==> src/sv/ddcbf_pkg.sv <==
// shared types, codes and constants for the ddc/ci brightness framer
`default_nettype none

package ddcbf_pkg;

    typedef enum logic [1:0] {
        MODE_RX   = 2'd0,
        MODE_GET  = 2'd1,
        MODE_SET  = 2'd2,
        MODE_NONE = 2'd3
    } mode_t;

    typedef enum logic [2:0] {
        ST_OK       = 3'd0,
        ST_CHECKSUM = 3'd1,
        ST_ADDRESS  = 3'd2,
        ST_LENGTH   = 3'd3,
        ST_COMMAND  = 3'd4,
        ST_RESULT   = 3'd5,
        ST_FEATURE  = 3'd6,
        ST_ZERO_MAX = 3'd7
    } status_t;

    typedef enum logic [2:0] {
        S_IDLE,
        S_TX,
        S_EVAL,
        S_DINIT,
        S_DIV,
        S_STAT
    } ctrl_state_t;

    localparam logic       KIND_TX     = 1'b0;
    localparam logic       KIND_STATUS = 1'b1;

    localparam logic [7:0] HOST_ADDR     = 8'h51;
    localparam logic [7:0] DISPLAY_ADDR  = 8'h6e;
    localparam logic [7:0] VHOST_ADDR    = 8'h50;
    localparam logic [7:0] LEN_GET       = 8'h82;
    localparam logic [7:0] LEN_SET       = 8'h84;
    localparam logic [6:0] REPLY_LEN     = 7'd8;
    localparam logic [7:0] CMD_GET       = 8'h01;
    localparam logic [7:0] CMD_GET_REPLY = 8'h02;
    localparam logic [7:0] CMD_SET       = 8'h03;
    localparam logic [7:0] FEATURE_RESET = 8'h10;

    localparam int         REPLY_STORE_DEPTH = 10;
    localparam logic [3:0] RX_FULL_COUNT     = 4'd10;

    localparam logic [2:0] TX_LAST_GET = 3'd4;
    localparam logic [2:0] TX_LAST_SET = 3'd6;

    localparam int          PCT_W     = 15;
    localparam int          NUM_W     = 31;
    localparam logic [14:0] PCT_SCALE = 15'd25600;
    localparam logic [3:0]  DIV_LAST  = 4'd14;

    typedef struct packed {
        logic [1:0]  mode;
        logic [7:0]  rx_byte;
        logic [15:0] set_level;
    } in_item_t;

    typedef struct packed {
        logic        kind;
        logic [7:0]  tx_byte;
        logic        last;
        logic [2:0]  status;
        logic [15:0] max_lvl;
        logic [15:0] cur_lvl;
        logic [14:0] percent_q8;
    } out_item_t;

    typedef struct packed {
        logic       cap_tx;
        logic       rx_take;
        logic       chk_take;
        logic       mul;
        logic       div_init;
        logic       div_step;
        logic       out_tx;
        logic       out_stat;
        logic [2:0] tx_idx;
    } dp_cmd_t;

    typedef struct packed {
        logic is_set;
        logic rx_full;
        logic reply_ok;
    } dp_sts_t;

endpackage

`default_nettype wire

==> src/sv/ddcbf_datapath.sv <==
// datapath: frame bytes, reply store, reply checks, percentage divider, result register
`default_nettype none

module ddcbf_datapath (
    input  wire logic               clk,
    input  wire logic               rst_n,
    input  wire logic               cfg_we,
    input  wire logic [7:0]         cfg_wdata,
    input  wire ddcbf_pkg::in_item_t in_data,
    input  wire ddcbf_pkg::dp_cmd_t  cmd,
    output ddcbf_pkg::dp_sts_t       sts,
    output ddcbf_pkg::out_item_t     out_data
);

    logic [7:0]  feature_reg;
    logic [3:0]  rx_count_reg;
    logic [7:0]  rx_check_reg;
    logic [7:0]  store_reg [ddcbf_pkg::REPLY_STORE_DEPTH];
    logic [7:0]  check_byte_reg;
    logic        is_set_reg;
    logic [15:0] level_reg;
    logic [ddcbf_pkg::NUM_W-1:0] num_reg;
    logic        clamp_reg;
    logic [15:0] rem_reg;
    logic [ddcbf_pkg::PCT_W-1:0] quo_reg;
    ddcbf_pkg::out_item_t out_reg;

    logic [15:0] max_val;
    logic [15:0] cur_val;
    ddcbf_pkg::status_t status_val;
    logic [7:0]  frame_len;
    logic [7:0]  frame_cmd;
    logic [7:0]  frame_sum;
    logic [7:0]  tx_val;
    logic        tx_last;
    logic [16:0] div_trial;
    logic        div_fit;
    logic [ddcbf_pkg::NUM_W-1:0] num_next;

    assign max_val = {store_reg[6], store_reg[7]};
    assign cur_val = {store_reg[8], store_reg[9]};

    // reply checks in priority order
    always_comb
    begin
        if (check_byte_reg != rx_check_reg)
            status_val = ddcbf_pkg::ST_CHECKSUM;
        else if (store_reg[0] != ddcbf_pkg::DISPLAY_ADDR)
            status_val = ddcbf_pkg::ST_ADDRESS;
        else if (store_reg[1][6:0] != ddcbf_pkg::REPLY_LEN)
            status_val = ddcbf_pkg::ST_LENGTH;
        else if (store_reg[2] != ddcbf_pkg::CMD_GET_REPLY)
            status_val = ddcbf_pkg::ST_COMMAND;
        else if (store_reg[3] != 8'd0)
            status_val = ddcbf_pkg::ST_RESULT;
        else if (store_reg[4] != feature_reg)
            status_val = ddcbf_pkg::ST_FEATURE;
        else if (max_val == 16'd0)
            status_val = ddcbf_pkg::ST_ZERO_MAX;
        else
            status_val = ddcbf_pkg::ST_OK;
    end

    // frame byte select
    always_comb
    begin
        frame_len = is_set_reg ? ddcbf_pkg::LEN_SET : ddcbf_pkg::LEN_GET;
        frame_cmd = is_set_reg ? ddcbf_pkg::CMD_SET : ddcbf_pkg::CMD_GET;
        frame_sum = ddcbf_pkg::DISPLAY_ADDR ^ ddcbf_pkg::HOST_ADDR ^ frame_len ^ frame_cmd
                    ^ feature_reg ^ (is_set_reg ? (level_reg[15:8] ^ level_reg[7:0]) : 8'd0);
        case (cmd.tx_idx)
            3'd0:    tx_val = ddcbf_pkg::HOST_ADDR;
            3'd1:    tx_val = frame_len;
            3'd2:    tx_val = frame_cmd;
            3'd3:    tx_val = feature_reg;
            3'd4:    tx_val = is_set_reg ? level_reg[15:8] : frame_sum;
            3'd5:    tx_val = level_reg[7:0];
            default: tx_val = frame_sum;
        endcase
        tx_last = is_set_reg ? (cmd.tx_idx == ddcbf_pkg::TX_LAST_SET)
                             : (cmd.tx_idx == ddcbf_pkg::TX_LAST_GET);
    end

    // one restoring division step
    assign div_trial = {rem_reg, quo_reg[ddcbf_pkg::PCT_W-1]};
    assign div_fit   = (div_trial >= {1'b0, max_val});
    assign num_next  = {15'd0, cur_val} * {16'd0, ddcbf_pkg::PCT_SCALE};

    assign sts.is_set   = is_set_reg;
    assign sts.rx_full  = (rx_count_reg == ddcbf_pkg::RX_FULL_COUNT);
    assign sts.reply_ok = (status_val == ddcbf_pkg::ST_OK);
    assign out_data     = out_reg;

    always_ff @(posedge clk or negedge rst_n)
    begin
        if (!rst_n)
        begin
            feature_reg  <= ddcbf_pkg::FEATURE_RESET;
            rx_count_reg <= 4'd0;
            rx_check_reg <= ddcbf_pkg::VHOST_ADDR;
        end
        else
        begin
            if (cfg_we)
                feature_reg <= cfg_wdata;
            if (cmd.rx_take)
            begin
                rx_count_reg <= rx_count_reg + 4'd1;
                rx_check_reg <= rx_check_reg ^ in_data.rx_byte;
            end
            else if (cmd.out_stat)
            begin
                rx_count_reg <= 4'd0;
                rx_check_reg <= ddcbf_pkg::VHOST_ADDR;
            end
        end
    end

    always_ff @(posedge clk)
    begin
        if (cmd.rx_take)
            store_reg[rx_count_reg] <= in_data.rx_byte;
        if (cmd.chk_take)
            check_byte_reg <= in_data.rx_byte;
        if (cmd.cap_tx)
        begin
            is_set_reg <= (in_data.mode == ddcbf_pkg::MODE_SET);
            level_reg  <= in_data.set_level;
        end
        if (cmd.mul)
        begin
            num_reg   <= num_next;
            clamp_reg <= (cur_val >= max_val);
        end
        if (cmd.div_init)
        begin
            rem_reg <= num_reg[ddcbf_pkg::NUM_W-1:ddcbf_pkg::PCT_W];
            quo_reg <= num_reg[ddcbf_pkg::PCT_W-1:0];
        end
        else if (cmd.div_step)
        begin
            rem_reg <= div_fit ? 16'(div_trial - {1'b0, max_val}) : div_trial[15:0];
            quo_reg <= {quo_reg[ddcbf_pkg::PCT_W-2:0], div_fit};
        end
        if (cmd.out_tx)
        begin
            out_reg               <= '0;
            out_reg.kind          <= ddcbf_pkg::KIND_TX;
            out_reg.tx_byte       <= tx_val;
            out_reg.last          <= tx_last;
        end
        else if (cmd.out_stat)
        begin
            out_reg        <= '0;
            out_reg.kind   <= ddcbf_pkg::KIND_STATUS;
            out_reg.status <= status_val;
            if (status_val == ddcbf_pkg::ST_OK)
            begin
                out_reg.max_lvl    <= max_val;
                out_reg.cur_lvl    <= cur_val;
                out_reg.percent_q8 <= clamp_reg ? ddcbf_pkg::PCT_SCALE : quo_reg;
            end
        end
    end

endmodule

`default_nettype wire

==> src/sv/ddcbf_ctrl.sv <==
// controller: request sequencing, frame byte stepping, divider stepping, result handshake
`default_nettype none

module ddcbf_ctrl (
    input  wire logic               clk,
    input  wire logic               rst_n,
    input  wire logic               in_valid,
    output logic                    in_ready,
    input  wire logic [1:0]         in_mode,
    output logic                    out_valid,
    input  wire logic               out_ready,
    input  wire ddcbf_pkg::dp_sts_t  sts,
    output ddcbf_pkg::dp_cmd_t       cmd
);

    ddcbf_pkg::ctrl_state_t state_reg, state_next;
    logic [3:0] cnt_reg, cnt_next;
    logic       out_valid_reg, out_valid_next;
    logic       accept;
    logic       out_free;
    logic [2:0] tx_last_idx;

    assign in_ready    = (state_reg == ddcbf_pkg::S_IDLE);
    assign accept      = in_valid && in_ready;
    assign out_free    = !out_valid_reg || out_ready;
    assign out_valid   = out_valid_reg;
    assign tx_last_idx = sts.is_set ? ddcbf_pkg::TX_LAST_SET : ddcbf_pkg::TX_LAST_GET;

    always_ff @(posedge clk or negedge rst_n)
    begin
        if (!rst_n)
        begin
            state_reg     <= ddcbf_pkg::S_IDLE;
            cnt_reg       <= 4'd0;
            out_valid_reg <= 1'b0;
        end
        else
        begin
            state_reg     <= state_next;
            cnt_reg       <= cnt_next;
            out_valid_reg <= out_valid_next;
        end
    end

    always_comb
    begin
        state_next = state_reg;
        cnt_next   = cnt_reg;
        cmd        = '0;
        cmd.tx_idx = cnt_reg[2:0];
        case (state_reg)
            ddcbf_pkg::S_IDLE:
            begin
                if (accept)
                begin
                    case (in_mode)
                        ddcbf_pkg::MODE_GET,
                        ddcbf_pkg::MODE_SET:
                        begin
                            cmd.cap_tx = 1'b1;
                            cnt_next   = 4'd0;
                            state_next = ddcbf_pkg::S_TX;
                        end
                        ddcbf_pkg::MODE_RX:
                        begin
                            if (sts.rx_full)
                            begin
                                cmd.chk_take = 1'b1;
                                state_next   = ddcbf_pkg::S_EVAL;
                            end
                            else
                                cmd.rx_take = 1'b1;
                        end
                        default: ;
                    endcase
                end
            end
            ddcbf_pkg::S_TX:
            begin
                if (out_free)
                begin
                    cmd.out_tx = 1'b1;
                    if (cnt_reg[2:0] == tx_last_idx)
                        state_next = ddcbf_pkg::S_IDLE;
                    else
                        cnt_next = cnt_reg + 4'd1;
                end
            end
            ddcbf_pkg::S_EVAL:
            begin
                if (sts.reply_ok)
                begin
                    cmd.mul    = 1'b1;
                    state_next = ddcbf_pkg::S_DINIT;
                end
                else
                    state_next = ddcbf_pkg::S_STAT;
            end
            ddcbf_pkg::S_DINIT:
            begin
                cmd.div_init = 1'b1;
                cnt_next     = 4'd0;
                state_next   = ddcbf_pkg::S_DIV;
            end
            ddcbf_pkg::S_DIV:
            begin
                cmd.div_step = 1'b1;
                if (cnt_reg == ddcbf_pkg::DIV_LAST)
                    state_next = ddcbf_pkg::S_STAT;
                else
                    cnt_next = cnt_reg + 4'd1;
            end
            ddcbf_pkg::S_STAT:
            begin
                if (out_free)
                begin
                    cmd.out_stat = 1'b1;
                    state_next   = ddcbf_pkg::S_IDLE;
                end
            end
            default:
                state_next = ddcbf_pkg::S_IDLE;
        endcase

        if (cmd.out_tx || cmd.out_stat)
            out_valid_next = 1'b1;
        else if (out_ready)
            out_valid_next = 1'b0;
        else
            out_valid_next = out_valid_reg;
    end

endmodule

`default_nettype wire

==> src/sv/ddc_ci_brightness_framer.sv <==
// top level: ddc/ci vcp frame builder and reply checker
//
//  channel   direction  handshake            payload
//  in        input      in_valid/in_ready    ddcbf_pkg::in_item_t
//  out       output     out_valid/out_ready  ddcbf_pkg::out_item_t
//  cfg       input      cfg_we               cfg_wdata, feature code
//
//  a get request gives 5 results, a set request 7, one per cycle while out_ready is high
//  a reply byte other than the last is stored on acceptance; the last byte goes through
//  the check state and, on a good reply, the multiply, the divider load and the bit-serial
//  divider steps, then the status load; one request is worked on at a time
//  reset clears the controller and the reply count, sets the reply checksum to 0x50 and the feature code to 0x10
//  a stalled out channel holds the result register and the controller waits on it
`default_nettype none

module ddc_ci_brightness_framer (
    input  wire logic                 clk,
    input  wire logic                 rst_n,
    input  wire logic                 in_valid,
    output logic                      in_ready,
    input  wire ddcbf_pkg::in_item_t  in_data,
    output logic                      out_valid,
    input  wire logic                 out_ready,
    output ddcbf_pkg::out_item_t      out_data,
    input  wire logic                 cfg_we,
    input  wire logic [7:0]           cfg_wdata
);

    ddcbf_pkg::dp_cmd_t cmd;
    ddcbf_pkg::dp_sts_t sts;

    ddcbf_ctrl u_ctrl (
        .clk       (clk),
        .rst_n     (rst_n),
        .in_valid  (in_valid),
        .in_ready  (in_ready),
        .in_mode   (in_data.mode),
        .out_valid (out_valid),
        .out_ready (out_ready),
        .sts       (sts),
        .cmd       (cmd)
    );

    ddcbf_datapath u_datapath (
        .clk       (clk),
        .rst_n     (rst_n),
        .cfg_we    (cfg_we),
        .cfg_wdata (cfg_wdata),
        .in_data   (in_data),
        .cmd       (cmd),
        .sts       (sts),
        .out_data  (out_data)
    );

endmodule

`default_nettype wire

==> config.mk <==
export PLATFORM = sky130hd
export DESIGN_NAME = ddc_ci_brightness_framer
export DESIGN_NICKNAME = d
export VERILOG_FILES = /design/src/sv/ddcbf_pkg.sv /design/src/sv/ddcbf_datapath.sv /design/src/sv/ddcbf_ctrl.sv /design/src/sv/ddc_ci_brightness_framer.sv
export SDC_FILE = /design/constraint.sdc
export NUM_CORES = 1
export LEC_CHECK = 0
export BUFFER_PORTS_ARGS = -buffer_cell sky130_fd_sc_hd__buf_2
export CORE_AREA = 2 2 159 161
export CTS_BUF_LIST = sky130_fd_sc_hd__clkbuf_4 sky130_fd_sc_hd__clkbuf_8
export DETAILED_ROUTE_END_ITERATION = 10
export DIE_AREA = 0 0 161 163
export HOLD_SLACK_MARGIN = 0.08
export PLACE_DENSITY = 0.78
export SETUP_SLACK_MARGIN = 0.05
export SLEW_MARGIN = 20
export SYNTH_ARGS = -nofsm -noshare
export SYNTH_HDL_FRONTEND = slang
export SYNTH_SLANG_ARGS = --single-unit
export TNS_END_PERCENT = 10
==> constraint.sdc <==
create_clock -name clk -period 5.8 [get_ports clk]
set_input_delay 0.58 -clock clk [delete_from_list [all_inputs] [get_ports clk]]
set_output_delay 0.58 -clock clk [all_outputs]
set_load 0.05 [all_outputs]
# Yosys cells after proc, flatten, opt, wreduce, memory -nomap -nowiden
# Memory sizes are Yosys's and may differ from the RTL's.
# Index checks and enable logic that the tools add are counted.
totals:
  regBits: 166
  ram_bits: 80
  mem_count: 1
mem_list:
  columns: ["memory", "depth", "width", "read_ports", "rd_clocked_by_memory_dff", "write_ports", "line", "source"]
  rows:
  - ["u_datapath.store_reg", 10, 8, 9, 0, 1, "ddcbf_datapath.sv:18", "logic [7:0] store_reg [ddcbf_pkg::REPLY_STORE_DEPTH];"]
op_classes:
  n_addsub: 3
  n_mul: 1
  n_lt_le_gt_ge: 2
  n_eq_ne: 31
  mux: 59
  bitwise_logic: 6
  n_reduce_logical: 18
op_table:
  columns: ["op", "n"]
  rows:
  - ["2-to-1 mux 59 bit", 2]
  - ["2-to-1 mux 3 bit", 17]
  - ["2-to-1 mux 16 bit", 3]
  - ["one-hot mux 8 bit (6 select lines)", 1]
  - ["2-to-1 mux 47 bit", 1]
  - ["2-to-1 mux 15 bit", 3]
  - ["bitwise XOR 8 bit", 5]
  - ["2-to-1 mux 8 bit", 4]
  - ["2-to-1 mux 4 bit", 7]
  - ["multiplier 16 x 5 -> 21 bit (second input constant)", 1]
  - ["one-hot mux 3 bit (6 select lines)", 1]
  - ["greater-or-equal comparator 17 x 16 -> 1 bit", 1]
  - ["greater-or-equal comparator 16 bit", 1]
  - ["logical NOT 16 bit", 1]
  - ["!= test 8 bit", 2]
  - ["one-hot mux 4 bit (4 select lines)", 1]
  - ["subtractor 16 bit", 1]
  - ["== test 3 bit (second input constant)", 5]
  - ["2-to-1 mux 1 bit", 15]
  - ["== test 3 x 2 -> 1 bit (second input constant)", 4]
  - ["logical NOT 3 bit", 3]
  - ["adder 4 x 1 -> 4 bit (second input constant)", 2]
  - ["== test 4 bit (second input constant)", 2]
  - ["!= test 2 x 1 -> 1 bit (second input constant)", 4]
  - ["other kinds (22)", 33]

# Longest topological paths before layout
# An unclocked memory read counts as a cell.
depth:
  ltp_word: 13
  mapped_depth: 14
  mapped_depth_nobuf: 13

# Hierarchy
# A second synthesis with hierarchy kept.
unflattened:
  hier_cells: 1056
  area_unflattened_um2: 12319.3
by_module_without_submodules:
  columns: ["mod", "n_inst", "cells_per_inst", "area_each_um2", "seq_area_each_um2"]
  rows:
  - ["ddcbf_datapath", 1, 982, 11657.4, 6269.8]
  - ["ddcbf_ctrl", 1, 74, 661.9, 200.2]

# Worst setup path before layout
# No wires, ideal clock.
synth_path:
  path_kind: "flip-flop to flip-flop"
  from: "register u_datapath.feature_reg[4]"
  to: "register u_datapath.clamp_reg (enable)"
  setup_ns: 0.459
  arrival_ns: 3.605
  slack_ns: 1.737
  stages_incl_launch_ff: 6
  path_buffers: 0
  period_less_slack_ns: 4.063
  path_cell_list: "dfstp_2 > xor2_1 > nor4_2 > nand3_1 > or3_4 > nor4_1"
synth_rtl:
  columns: ["item", "line", "source"]
  rows:
  - ["from (decl)", "ddcbf_datapath.sv:15", "logic [7:0] feature_reg;"]
  - ["from (signal assigned)", "ddcbf_datapath.sv:98", "feature_reg <= ddcbf_pkg::FEATURE_RESET;"]
  - ["from (signal assigned)", "ddcbf_datapath.sv:105", "feature_reg <= cfg_wdata;"]
  - ["to (signal assigned)", "ddcbf_datapath.sv:133", "clamp_reg <= (cur_val >= max_val);"]
  - ["to (decl)", "ddcbf_datapath.sv:23", "logic clamp_reg;"]

# Worst setup path in the final report
layout_path:
  from: "register u_ctrl.state_reg[0]"
  to: "register u_datapath.out_reg, in the netlist u_datapath.out_data[20]"
layout_between:
  elab_chain_len: 2
layout_rtl:
  columns: ["item", "line", "source"]
  rows:
  - ["from (decl)", "ddcbf_ctrl.sv:16", "ddcbf_pkg::ctrl_state_t state_reg, state_next;"]
  - ["from (signal assigned)", "ddcbf_ctrl.sv:33", "state_reg <= ddcbf_pkg::S_IDLE;"]
  - ["from (signal assigned)", "ddcbf_ctrl.sv:39", "state_reg <= state_next;"]
  - ["== test 3 bit / == test 3 x 1 -> 1 bit (equally long branches)", "ddcbf_ctrl.sv:51", "case (state_reg)"]
  - ["2-to-1 mux 1 bit", "ddcbf_ctrl.sv:51", null]
  - ["to (decl)", "ddcbf_datapath.sv:26", "ddcbf_pkg::out_item_t out_reg;"]
# Parallel ways exist; a longest one is shown, timed or not.
# A chain may end at the register's enable or synchronous reset.

==> impl_table.tex <==
\begin{tabular}{lr}
\hline
Metric & Value \\
\hline
\multicolumn{2}{l}{\textbf{Synthesis}} \\
Mean instance size in the synthesized netlist & 11.7 sq um \\
Number of flops mapped to enable cells by yosys & 158 \\
Sequential element share of the synthesized area & 54.5\% \\
Async set-reset flop share out of synthesis & 11.8\% \\
Library cell with the largest summed area after synthesis & sky130\_fd\_sc\_hd\_\_edfxtp\_1 \\
Netlist cell types & 63 \\
Count of mapped cells out of synthesis & 1,013 \\
Post-Syn Nets & $\sim$1,200 \\
Most numerous cell in the Yosys netlist & sky130\_fd\_sc\_hd\_\_edfxtp\_1 \\
Primary FF master, synth & sky130\_fd\_sc\_hd\_\_edfxtp\_1 \\
Synth top area share & 39.9\% \\
Post-synthesis instance area & 0.0119 sq mm \\
Flip-flop and latch count after synthesis & 237 \\
Leading cell types by total area after synthesis & sky130\_fd\_sc\_hd\_\_edfxtp\_1 40\%, sky130\_fd\_sc\_hd\_\_ha\_1 10\%, sky130\_fd\_sc\_hd\_\_dfxtp\_1 8.6\% \\
Synthesis Warnings & 0 \\
List of most frequent post-synthesis cells & 158 x sky130\_fd\_sc\_hd\_\_edfxtp\_1, 97 x sky130\_fd\_sc\_hd\_\_ha\_1, 90 x sky130\_fd\_sc\_hd\_\_nand2\_1, 72 x sky130\_fd\_sc\_hd\_\_inv\_1, 57 x sky130\_fd\_sc\_hd\_\_a21oi\_1 \\
\multicolumn{2}{l}{\textbf{Timing}} \\
Final Setup Violations & 0 \\
Final Critical Period & 3950 ps \\
Fmax & 0.253 GHz \\
Least-Margin Pin Slew & roughly 1000 ps \\
Tightest slew margin relative to the limit & 30.9\% \\
Final worst-path cycle share & between 60\% and 70\% \\
Fin Setup TNS & 0 ps \\
Final-report hold violation count & 0 \\
Final setup skew & 13.9 ps \\
Unrepaired setup endpoints after global routing & false \\
Number of pins exceeding their max-slew limit in the final report & 0 \\
\multicolumn{2}{l}{\textbf{Critical path}} \\
Startpoint of the worst register-to-register path & u\_ctrl.state\_reg[0] \\
Cell-by-cell trace of the critical path & nand2\_1, or2\_2, inv\_1, nand2\_1, nor3\_4, buf\_4, a22o\_1 \\
Setup crit start kind & flip-flop \\
Top fanout value on the critical path & 52 \\
Endpoint arrival time on the critical path & 4430 ps \\
Endpoint type of the worst setup path & flip-flop \\
Critical path launch point & u\_ctrl.state\_reg[0] \\
Slowest library cell on the worst path & sky130\_fd\_sc\_hd\_\_nor3\_4 \\
CP most frequent cell & sky130\_fd\_sc\_hd\_\_nand2\_1 \\
Worst path max stage delay & 780 ps \\
Worst Path Required & approximately 6300 ps \\
Kind of critical path & flip-flop to flip-flop \\
\multicolumn{2}{l}{\textbf{Final layout}} \\
Area growth, synth to finish & 13.6\% \\
Layout cell share with drive strength beyond 1 & 17.1\% \\
Nets & between 1,000 and 1,500 \\
Number of antenna cells inserted & 0 \\
Number of fill cells & 2,097 \\
Layout Cells excl Fill & 1,485 \\
Number of flip-flops in the largest register & a little over 70 \\
\multicolumn{2}{l}{\textbf{GRT}} \\
First-pass GRT wire length & 41,700 um \\
Number of antenna violations at the first check in global routing & 0 \\
Global-route usage over all layers & 20.1\% \\
Maximum number of pins on one net before global-route repair & 53 \\
Via count of the first global-routing pass & about 8,100 \\
Overflow after GRT & 0 \\
\multicolumn{2}{l}{\textbf{CTS}} \\
TritonCTS clock tree & yes \\
Number of clock sinks & 237 \\
Number of buffers created by CTS & 38 \\
CTS H-tree lvls & 2 \\
CTS resizes & 0 \\
Clock Latency Late Sink & 540 ps \\
Maximum clock path buffer count & 3 \\
Clk slew on worst S/H paths & 60 ps \\
Root Driver & sky130\_fd\_sc\_hd\_\_clkbuf\_8 \\
\multicolumn{2}{l}{\textbf{Pwr}} \\
Leakage component of the power & $\sim$0.0057 uW \\
Worst ir drop on vdd & $\sim$0.25 mV \\
Power Density & about 340 mW/mm\^{}2 \\
\multicolumn{2}{l}{\textbf{Die}} \\
Number of I/O pins & around 100 \\
Total core area & approximately 0.025 sq mm \\
Die X & 161 um \\
DIE AREA & $\sim$0.026 sq mm \\
Cell row count & a little under 60 \\
Starting density of the core & 48.1\% \\
Y dimension of the die & 163 um \\
\multicolumn{2}{l}{\textbf{Min path}} \\
Start point of the worst min-delay path & in\_data[14] \\
Hold/Removal Path Class & primary input to flip-flop \\
\multicolumn{2}{l}{\textbf{Place}} \\
Last weighted congestion value of the routability-driven placer & 0.882 \\
Count of input and output buffers & 100 \\
HPWL Detailed & between 15,000 and 20,000 um \\
Cell count after placement & 1,414 \\
\multicolumn{2}{l}{\textbf{Route}} \\
DRC Markers & 0 \\
DRC violation total after the first TritonRoute iteration & about 560 \\
Via density per instance & between 5 and 6 \\
Post-detailed-route wirelength per cell & around 18 um \\
Remaining antenna violation count & 0 \\
Pre-antenna DRT Iters & 5 \\
Detailed-route wire length & 26,700 um \\
Count of vias placed by the detailed router & 8,350 \\
\multicolumn{2}{l}{\textbf{Run status}} \\
Status & complete, no violations \\
\multicolumn{2}{l}{\textbf{Flow run}} \\
Max\_cap viols & 0 \\
\hline
\end{tabular}
[final timing paths]
path / depth (start not counted) / slack, ps / end
max: 7 / 1850 / u_datapath.out_data[20]
min: 1 / 210 / u_datapath.level_reg[14]
max reg2reg: 7 / 1850 / u_datapath.out_data[20]
min reg2reg: 1 / 460 / u_datapath.out_data[4]
max in group asynchronous: 2 / 4710 / u_ctrl.cnt_reg[3]
min in group asynchronous: 2 / 640 / u_datapath.rx_check_reg[0]
[placed cells by master (no fill, tap or decap), types with 25 or more instances in the layout]
cell and instances:
sky130_fd_sc_hd__buf_2 100, sky130_fd_sc_hd__clkbuf_8 40, sky130_fd_sc_hd__nand2_1 90, sky130_fd_sc_hd__nand3_1 27
sky130_fd_sc_hd__dfrtp_1 25, sky130_fd_sc_hd__a22o_1 33, sky130_fd_sc_hd__edfxtp_1 158, sky130_fd_sc_hd__ha_1 97
sky130_fd_sc_hd__o21ai_0 46, sky130_fd_sc_hd__nor2_1 43, sky130_fd_sc_hd__xor2_1 37, sky130_fd_sc_hd__dfxtp_1 51
sky130_fd_sc_hd__inv_1 72, sky130_fd_sc_hd__a21oi_1 57
[metal layers]
metal  GRT usage [%]  routed length [um]  share of wire [%]  up-vias
met4            8.08                 896                3.4        0
met1            26.3               11500                 43     4056
met5               0                   0                  0        -
met3            4.28                1700                6.4       64
li1                -                   -                  -     3967
met2            32.9               12500                 47      263
[repair_timing]
action / 4_1_cts / 5_1_grt
endpoints found under the hold margin: 12 / 0
hold buffers: 1 / 0
buffers inserted: 0 / 0
[layout make-up]
cell class / count / area, sq um / share of cell area, %
Tap cell: 330 / 413 / 3.06
Sequential cell: 237 / 6470 / 47.9
Clock inverter: 16 / 140 / 1.04
Timing Repair Buffer: 105 / 541 / 4.00
Multi-Input combinational cell: 670 / 5010 / 37.1
Clock buffer: 54 / 656 / 4.86
Inverter: 73 / 274 / 2.03
[stage by stage]
| step | area [sq um] | setup slack (ps) | hold slack (ps) | power (uW) | utilization, % |
|---|---|---|---|---|---|
| final | 13500 | 1850 | 211 | 4550 | 54.7 |
| after global routing | 13500 | 1490 | 172 | 4770 | 54.7 |
| after CTS | 13500 | 1860 | 180 | 4570 | 54.7 |
| after detailed placement | 12700 | 1720 | 449 | 3090 | 51.4 |
| after global placement | 12700 | 1840 | 452 | 3050 | 51.4 |
| after floorplan | 11900 | 1740 | 284 | 2840 | - |
[report_power, final]
part	internal, uW	total [uW]	switching [uW]
registers	2000	2140	143
logic	305	925	620
clock network	828	1480	649
total	3140	4550	1410
[critical path: cells and delay by family (launching register included)]
kind,cells,cell delay [ps]
and+or+nand+nor,4,2110
buffers and inverters,2,990
DFF,1,590
AOI/OAI and AO/OA,1,190
[kinds of logic after synthesis]
logic type                 Yosys count  synth area share (%)
AOI/OAI and AO/OA                  222                  12.5
xor gates and xnor gates            56                  4.13
adders and majority gates          109                  12.2
buffers and inverters              106                  3.59
DFF                                237                  54.5
muxes                               23                  2.05
and+or+nand+nor                    260                  11.0
Note: power is estimated with default switching activity, not from simulation.
